## src/rtl/rtc_cal_pkg.sv

```systemverilog
package rtc_cal_pkg;

  localparam logic [1:0] KIND_TICK = 2'd0;
  localparam logic [1:0] KIND_SET  = 2'd1;

  localparam logic [5:0] SEC_MAX   = 6'd59;
  localparam logic [5:0] MIN_MAX   = 6'd59;
  localparam logic [4:0] HOUR_MAX  = 5'd23;
  localparam logic [5:0] MIN_WRAP  = 6'd60;
  localparam logic [5:0] HOUR_WRAP = 6'd24;
  localparam logic [3:0] MONTHS    = 4'd12;

  // 25 * INV25 == 1 (mod 2^16); y is a multiple of 25 exactly when y * INV25 <= DIV25_MAX
  localparam logic [15:0] INV25     = 16'h5C29;
  localparam logic [15:0] DIV25_MAX = 16'd2621;

  typedef struct packed {
    logic [1:0]  kind;
    logic [4:0]  hour;
    logic [5:0]  minute;
    logic [4:0]  day;
    logic [3:0]  month;
    logic [15:0] year;
  } in_item_t;

  typedef struct packed {
    logic [1:0]  hour_tens;
    logic [3:0]  hour_ones;
    logic [2:0]  minute_tens;
    logic [3:0]  minute_ones;
    logic [2:0]  second_tens;
    logic [3:0]  second_ones;
    logic [4:0]  cur_day;
    logic [3:0]  cur_month;
    logic [15:0] cur_year;
    logic        date_rejected;
  } out_item_t;

  typedef struct packed {
    logic tick;
    logic load;
  } cmd_t;

  typedef struct packed {
    logic [4:0] hour;
    logic [5:0] minute;
    logic [5:0] second;
  } tod_t;

  typedef struct packed {
    logic [4:0]  day;
    logic [3:0]  month;
    logic [15:0] year;
  } date_t;

  typedef struct packed {
    logic [2:0] tens;
    logic [3:0] ones;
  } bcd_t;

  // Gregorian rule: y%400 == 0 iff y%16 == 0 and y%25 == 0; y%100 == 0 iff y%4 == 0 and y%25 == 0
  function automatic logic is_leap(input logic [15:0] y);
    logic [15:0] p;
    logic        div25;
    p     = y * INV25;
    div25 = (p <= DIV25_MAX);
    return (y[1:0] == 2'b00) && (!div25 || (y[3:0] == 4'b0000));
  endfunction

  function automatic logic [4:0] month_len(input logic [3:0] m, input logic leap);
    logic [4:0] len;
    unique case (m) inside
      4'd4, 4'd6, 4'd9, 4'd11: len = 5'd30;
      4'd2:                    len = leap ? 5'd29 : 5'd28;
      default:                 len = 5'd31;
    endcase
    return len;
  endfunction

  function automatic bcd_t to_bcd(input logic [5:0] v);
    bcd_t       d;
    logic [5:0] rem;
    if (v >= 6'd50)      d.tens = 3'd5;
    else if (v >= 6'd40) d.tens = 3'd4;
    else if (v >= 6'd30) d.tens = 3'd3;
    else if (v >= 6'd20) d.tens = 3'd2;
    else if (v >= 6'd10) d.tens = 3'd1;
    else                 d.tens = 3'd0;
    rem    = v - {d.tens, 3'b000} - {2'b00, d.tens, 1'b0};
    d.ones = rem[3:0];
    return d;
  endfunction

endpackage

```

## src/rtl/rtc_cal_time.sv

```systemverilog
module rtc_cal_time import rtc_cal_pkg::*; (
  input  logic       clk,
  input  logic       rst_n,
  input  logic       upd,
  input  cmd_t       cmd,
  input  logic [4:0] set_hour,
  input  logic [5:0] set_minute,
  output tod_t       tod_nxt,
  output logic       day_step
);

  tod_t       tod_r;
  logic       carry;
  logic [5:0] min_ld;
  logic [5:0] h_sum;
  logic [5:0] hour_ld;

  // load: fold minutes above 59 into the hour, then wrap hours above 23 by subtracting 24; the date is not advanced
  always_comb begin
    carry   = (set_minute >= MIN_WRAP);
    min_ld  = carry ? set_minute - MIN_WRAP : set_minute;
    h_sum   = {1'b0, set_hour} + {5'b00000, carry};
    hour_ld = (h_sum >= HOUR_WRAP) ? h_sum - HOUR_WRAP : h_sum;
  end

  assign day_step = cmd.tick && (tod_r.second == SEC_MAX) && (tod_r.minute == MIN_MAX)
                    && (tod_r.hour == HOUR_MAX);

  always_comb begin
    tod_nxt = tod_r;
    if (cmd.tick) begin
      if (tod_r.second == SEC_MAX) begin
        tod_nxt.second = '0;
        if (tod_r.minute == MIN_MAX) begin
          tod_nxt.minute = '0;
          tod_nxt.hour   = (tod_r.hour == HOUR_MAX) ? '0 : tod_r.hour + 5'd1;
        end else begin
          tod_nxt.minute = tod_r.minute + 6'd1;
        end
      end else begin
        tod_nxt.second = tod_r.second + 6'd1;
      end
    end else if (cmd.load) begin
      tod_nxt.hour   = hour_ld[4:0];
      tod_nxt.minute = min_ld;
      tod_nxt.second = '0;
    end
  end

  always_ff @(posedge clk) begin
    if (!rst_n) begin
      tod_r <= '0;
    end else if (upd) begin
      tod_r <= tod_nxt;
    end
  end

endmodule

```

## src/rtl/rtc_cal_date.sv

```systemverilog
module rtc_cal_date import rtc_cal_pkg::*; (
  input  logic        clk,
  input  logic        rst_n,
  input  logic        upd,
  input  cmd_t        cmd,
  input  logic        day_step,
  input  logic [4:0]  set_day,
  input  logic [3:0]  set_month,
  input  logic [15:0] set_year,
  output date_t       date_nxt,
  output logic        rejected
);

  date_t      date_r;
  logic [4:0] len_cur;
  logic [4:0] len_set;
  logic       set_ok;

  assign len_cur = month_len(date_r.month, is_leap(date_r.year));
  assign len_set = month_len(set_month, is_leap(set_year));
  assign set_ok  = (set_day != 5'd0) && (set_month != 4'd0) && (set_month <= MONTHS)
                   && (set_day <= len_set);
  assign rejected = cmd.load && !set_ok;

  always_comb begin
    date_nxt = date_r;
    if (day_step) begin
      if (date_r.day < len_cur) begin
        date_nxt.day = date_r.day + 5'd1;
      end else begin
        date_nxt.day = 5'd1;
        if (date_r.month >= MONTHS) begin
          date_nxt.month = 4'd1;
          date_nxt.year  = date_r.year + 16'd1;
        end else begin
          date_nxt.month = date_r.month + 4'd1;
        end
      end
    end else if (cmd.load && set_ok) begin
      date_nxt.day   = set_day;
      date_nxt.month = set_month;
      date_nxt.year  = set_year;
    end
  end

  always_ff @(posedge clk) begin
    if (!rst_n) begin
      date_r <= '{day: 5'd1, month: 4'd1, year: 16'd0};
    end else if (upd) begin
      date_r <= date_nxt;
    end
  end

endmodule

```

## src/rtl/rtc_calendar_counter.sv

```systemverilog
// Each accepted word's result is registered (in the skid while the output stalls).
// Throughput: one word per cycle while in_stall is low; the time and date counters
// update at the accepting edge. A two-entry output buffer (result register plus skid)
// keeps input flowing for one word while the output is stalled.
// Reset (synchronous, active low): time 00:00:00, date day 1 month 1 year 0, buffer empty.
module rtc_calendar_counter import rtc_cal_pkg::*; (
  input  logic      clk,
  input  logic      rst_n,
  input  logic      in_valid,
  output logic      in_stall,
  input  in_item_t  in_data,
  output logic      out_valid,
  input  logic      out_stall,
  output out_item_t out_data
);

  cmd_t      cmd;
  logic      acc;
  logic      take;
  logic      day_step;
  logic      rejected;
  tod_t      tod_nxt;
  date_t     date_nxt;
  bcd_t      h_bcd;
  bcd_t      m_bcd;
  bcd_t      s_bcd;
  out_item_t res;

  logic      out_valid_r, out_valid_nxt;
  logic      skid_v_r, skid_v_nxt;
  out_item_t out_data_r, out_data_nxt;
  out_item_t skid_data_r, skid_data_nxt;

  assign in_stall  = skid_v_r;
  assign acc       = in_valid && !in_stall;
  assign take      = out_valid_r && !out_stall;
  assign out_valid = out_valid_r;
  assign out_data  = out_data_r;

  assign cmd.tick = (in_data.kind == KIND_TICK);
  assign cmd.load = (in_data.kind == KIND_SET);

  rtc_cal_time u_time (
    .clk        (clk),
    .rst_n      (rst_n),
    .upd        (acc),
    .cmd        (cmd),
    .set_hour   (in_data.hour),
    .set_minute (in_data.minute),
    .tod_nxt    (tod_nxt),
    .day_step   (day_step)
  );

  rtc_cal_date u_date (
    .clk       (clk),
    .rst_n     (rst_n),
    .upd       (acc),
    .cmd       (cmd),
    .day_step  (day_step),
    .set_day   (in_data.day),
    .set_month (in_data.month),
    .set_year  (in_data.year),
    .date_nxt  (date_nxt),
    .rejected  (rejected)
  );

  always_comb begin
    h_bcd = to_bcd({1'b0, tod_nxt.hour});
    m_bcd = to_bcd(tod_nxt.minute);
    s_bcd = to_bcd(tod_nxt.second);
    res.hour_tens     = h_bcd.tens[1:0];
    res.hour_ones     = h_bcd.ones;
    res.minute_tens   = m_bcd.tens;
    res.minute_ones   = m_bcd.ones;
    res.second_tens   = s_bcd.tens;
    res.second_ones   = s_bcd.ones;
    res.cur_day       = date_nxt.day;
    res.cur_month     = date_nxt.month;
    res.cur_year      = date_nxt.year;
    res.date_rejected = rejected;
  end

  always_comb begin
    out_valid_nxt = out_valid_r;
    skid_v_nxt    = skid_v_r;
    out_data_nxt  = out_data_r;
    skid_data_nxt = skid_data_r;
    if (skid_v_r) begin
      // drain the skid word into the result register
      if (take) begin
        out_data_nxt = skid_data_r;
        skid_v_nxt   = 1'b0;
      end
    end else if (acc) begin
      if (!out_valid_r || take) begin
        out_data_nxt  = res;
        out_valid_nxt = 1'b1;
      end else begin
        skid_data_nxt = res;
        skid_v_nxt    = 1'b1;
      end
    end else if (take) begin
      out_valid_nxt = 1'b0;
    end
  end

  always_ff @(posedge clk) begin
    if (!rst_n) begin
      out_valid_r <= 1'b0;
      skid_v_r    <= 1'b0;
    end else begin
      out_valid_r <= out_valid_nxt;
      skid_v_r    <= skid_v_nxt;
    end
  end

  always_ff @(posedge clk) begin
    out_data_r  <= out_data_nxt;
    skid_data_r <= skid_data_nxt;
  end

  a_skid_behind_out: assert property (@(posedge clk) disable iff (!rst_n)
    skid_v_r |-> out_valid_r)
    else $error("skid word held without a result word");

  a_date_sane: assert property (@(posedge clk) disable iff (!rst_n)
    out_valid_r |-> (out_data_r.cur_month != 4'd0) && (out_data_r.cur_month <= MONTHS)
                    && (out_data_r.cur_day != 5'd0))
    else $error("result date out of range");

  a_midnight: assert property (@(posedge clk) disable iff (!rst_n)
    acc && day_step |-> (tod_nxt == '0) && !rejected)
    else $error("date advanced without time wrapping to midnight");

  a_hold_on_reject: assert property (@(posedge clk) disable iff (!rst_n)
    acc && rejected |-> (date_nxt == u_date.date_r))
    else $error("rejected set changed the date");

endmodule

```

## config.mk

```make
export PLATFORM = sky130hd
export DESIGN_NAME = rtc_calendar_counter
export DESIGN_NICKNAME = d
export VERILOG_FILES = /design/src/rtl/rtc_cal_pkg.sv /design/src/rtl/rtc_cal_time.sv /design/src/rtl/rtc_cal_date.sv /design/src/rtl/rtc_calendar_counter.sv
export SDC_FILE = /design/constraint.sdc
export NUM_CORES = 1
export LEC_CHECK = 0
export ABC_CLOCK_PERIOD_IN_PS = 6150
export BUFFER_PORTS_ARGS = -buffer_cell sky130_fd_sc_hd__buf_4
export CAP_MARGIN = 20
export CORE_MARGIN = 1.5
export CORE_UTILIZATION = 30
export CTS_BUF_LIST = sky130_fd_sc_hd__clkbuf_8
export DETAILED_ROUTE_END_ITERATION = 10
export PLACE_DENSITY_LB_ADDON = 0.12
export SYNTH_ARGS = -nofsm -noshare
export SYNTH_HDL_FRONTEND = slang
export SYNTH_SLANG_ARGS = --single-unit
```

## constraint.sdc

```tcl
create_clock -name clk -period 6.15 [get_ports clk]
set_input_delay 0.3075 -clock clk [delete_from_list [all_inputs] [get_ports clk]]
set_output_delay 0.3075 -clock clk [all_outputs]
set_load 0.005 [all_outputs]
```

==> summary.md <==
| Metric | Value |
|---|---|
| CTS tree | `done` |
| Layout area overhead | `21.1%` |
| Vias in the first global route | `8962` |
| Initial antenna violation count | `0` |
| Number of port buffers | `89` |
| Worst r2r src | `u_date.date_r[2]` |
| Critical Path End Type | `flip-flop` |
| Num rows | `70` |
| Max IR drop VDD | `0.173 mV` |
| Core Box Area | `36800 um^2` |
| Worst path max stage delay | `0.56 ns` |
| Fmax | `0.167 GHz` |
| Status | `finished clean` |
| CP top delay family | `adder cells` |
| Final TNS setup | `0 ns` |
| CTS Buf Count | `17` |
| H-tree depth | `4` |
| Initial Util | `0.306` |
| Layout cells sized above 1 | `0.200` |
| Yosys warning count | `0` |
| Final Hold Fails | `0` |
| Synth Register Bits | `136` |
| Pwr/cell area | `236 nW/um^2` |
| Util after Layout | `0.371` |
| CP Class | `flip-flop to flip-flop` |
| Actual slew at the worst max-slew pin | `0.944 ns` |
| EDFF count, synth | `92` |
| Detailed Routing Iterations Pass 1 | `5` |
| GRT Total Usage | `0.183` |
| Worst-path clk slew | `0.10 ns` |
| Syn Std Cell Area | `11300 um^2` |
| I/O pin cnt | `90` |
| # Max-Cap Violations | `0` |
| Sequential area share after synthesis | `0.324` |
| Vias per inst | `5.18` |
| Largest net degree at the start of global routing | `52` |
| Reg2reg end | `out_data[17]` |
| ANT cells | `0` |
| Static leakage | `0.00590 uW` |
| Fraction of registers with async set/reset | `0` |
| Data required, critical path | `6.37 ns` |
| Synth Area per Inst | `9.45 um^2` |
| Worst-path maximum fanout | `6` |
| Clk_lat worst skew | `0.47 ns` |
| FF+latch area | `3650 um^2` |
| Multi-input gate area | `7050 um^2` |
| Final slew viol count | `0` |
| Final WL | `35000 um` |
| Most instantiated library cell after synthesis | `inv_1` |
| Cell Count Post-Placement | `1765` |
| ANT nets after route | `0` |
| CP cell instances | `buf_4 > buf_4 > ha_1 > ha_1 > inv_1 > fa_1 > fa_1 > fa_1 > inv_1 > ha_4 > ha_4 > or3_4 > a221o_1 > a2111o_1 > nor4_4 > buf_4 > a31oi_4 > buf_6 > nor4_2 > nor3_1 > mux2_2` |
| Hold EP | `in_stall` |
| Non-Filler Instances | `1806` |
| Startpoint Class | `flip-flop` |
| Reg2reg setup slack | `0.17 ns` |
| Hold Path Depth | `3` |
| DRC Markers | `0` |
| Crit share post-route | `0.972` |
| Post-synth top flop | `edfxtp_1` |
| Total Nets Final | `1550` |
| RePlAce Congestion | `0.843` |
| First-pass GRT wire length | `53700 um` |
| Top cells by area, synth | `edfxtp_1 (25%), ha_1 (16%), dfxtp_1 (7.8%), fa_1 (6.4%), inv_1 (5.0%)` |
| Setup-failing EPs final | `0` |
| Drt initial violations | `530` |
| Net count after synthesis | `1416` |
| Overflow after GRT | `0` |
| Top cell type's share of synthesized area | `0.245` |
| CTS sink cnt | `136` |
| Die Wd | `197 um` |
| Clk_skew | `0.0194 ns` |
| Layout fillers | `3801` |
| Clock Tree Root | `clkbuf_8` |
| Post-synth top cells | `inv_1 (151), ha_1 (147), edfxtp_1 (92), nand2_1 (91), nor2_1 (90)` |
| Clock Path Buffers | `2` |
| Worst slew margin | `0.368` |
| DIE AREA | `38700 um^2` |
| Hold Path Class | `primary input to flip-flop` |
| Tmin final | `5.98 ns` |
| Min-Delay Startpoint | `in_valid` |
| CP Buf/Inv Count | `6` |
| Netlist cell types | `88` |
| Vias | `9352` |
| Wire per inst | `19.4 um` |
| Reg2reg path depth | `21` |
| Syn Inst Count | `1191` |
| Chip Height | `197 um` |
| Dpl hpwl | `26000 um` |
| Slowest-stage cell, CP | `fa_1` |
| Largest area contributor in the netlist | `edfxtp_1` |
| Critical Path AT | `6.20 ns` |
==> placed cells by master (no fill, tap or decap), types with 20 or more instances in the layout <==
cell type / instances
nor2_1: 90
mux2_2: 20
edfxtp_1: 92
xnor2_1: 38
buf_4: 157
ha_1: 139
dfxtp_1: 39
nor3_1: 28
fa_1: 36
nand2_1: 91
nand3_1: 30
a21oi_1: 53
o21ai_0: 42
inv_1: 151
==> cell type report <==
cell class              instances  share of cell area
clock inverters                15              0.0162
inverters                     151              0.0416
multi-input cells             853               0.517
repair buffers                166              0.0976
well taps                     468              0.0429
clock buffers                  17              0.0172
flip-flops and latches        136               0.268
==> stage by stage <==
step	hold slack [ns]	total power (uW)	instance area (um^2)	setup slack, ns
after floorplan	0.463	1920	11300	0.261
final	0.151	3220	13600	0.173
after CTS	0.123	3230	13400	0.0159
after global placement	0.487	2320	12900	-0.0349
after detailed placement	0.491	2330	12900	-0.0867
after global routing	0.196	3440	13600	-0.00191
==> how the worst max path moves through the flow <==
stage                           from  depth (start not counted)  slack [ns]        endpoint
global route        u_date.date_r[2]                         21      -0.002    out_data[13]
detailed placement        in_data[3]                         27       -0.09     out_data[8]
floorplan                 in_data[2]                         25        0.26     out_data[2]
global placement          in_data[3]                         27       -0.03     out_data[9]
finish              u_date.date_r[2]                         21        0.17    out_data[17]
CTS                 u_date.date_r[3]                         19        0.02  skid_data_r[9]
==> registers in the layout (all words and copies together), names as in the netlist <==
register,count
skid_data_r,46
in_stall,1
u_date.date_r,25
out_data,46
out_valid,1
u_time.tod_r,17
==> worst register-to-register path, delay by kind of cell (launching register included) <==
family                     cells  cell delay [ns]
AOI/OAI and AO/OA              3             0.94
adders and majority gates      7             2.37
buffers and inverters          6             0.84
DFF                            1             0.33
muxes                          1             0.28
and+or+nand+nor                4             0.98
==> metal layers <==
| layer | routed length, um | up-vias | global-route usage |
|---|---|---|---|
| met3 | 1680 | 21 | 0.0241 |
| met5 | 0 | - | 0 |
| li1 | - | 4551 | - |
| met4 | 335 | 0 | 0.0345 |
| met2 | 14500 | 255 | 0.267 |
| met1 | 18500 | 4525 | 0.286 |
==> kinds of logic after synthesis <==
| family | count (synthesis) | synth area share |
|---|---|---|
| flops | 136 | 0.324 |
| simple gates | 328 | 0.142 |
| mux | 25 | 0.0244 |
| buf+inv | 202 | 0.0695 |
| compound gates | 266 | 0.172 |
| xor+xnor | 50 | 0.0401 |
| fa+ha+maj | 184 | 0.228 |
==> power by group <==
group	total, uW	switching [uW]	internal, uW
clock	886	457	429
combinational	1220	658	565
sequential	1110	42.4	1070
==> what timing repair did <==
action	4_1_cts	5_1_grt
setup endpoints to repair	0	42
hold buffers	0	0
setup buffers	0	6
gates resized for setup	0	29
No activity file was read; power rests on OpenSTA's default activity.
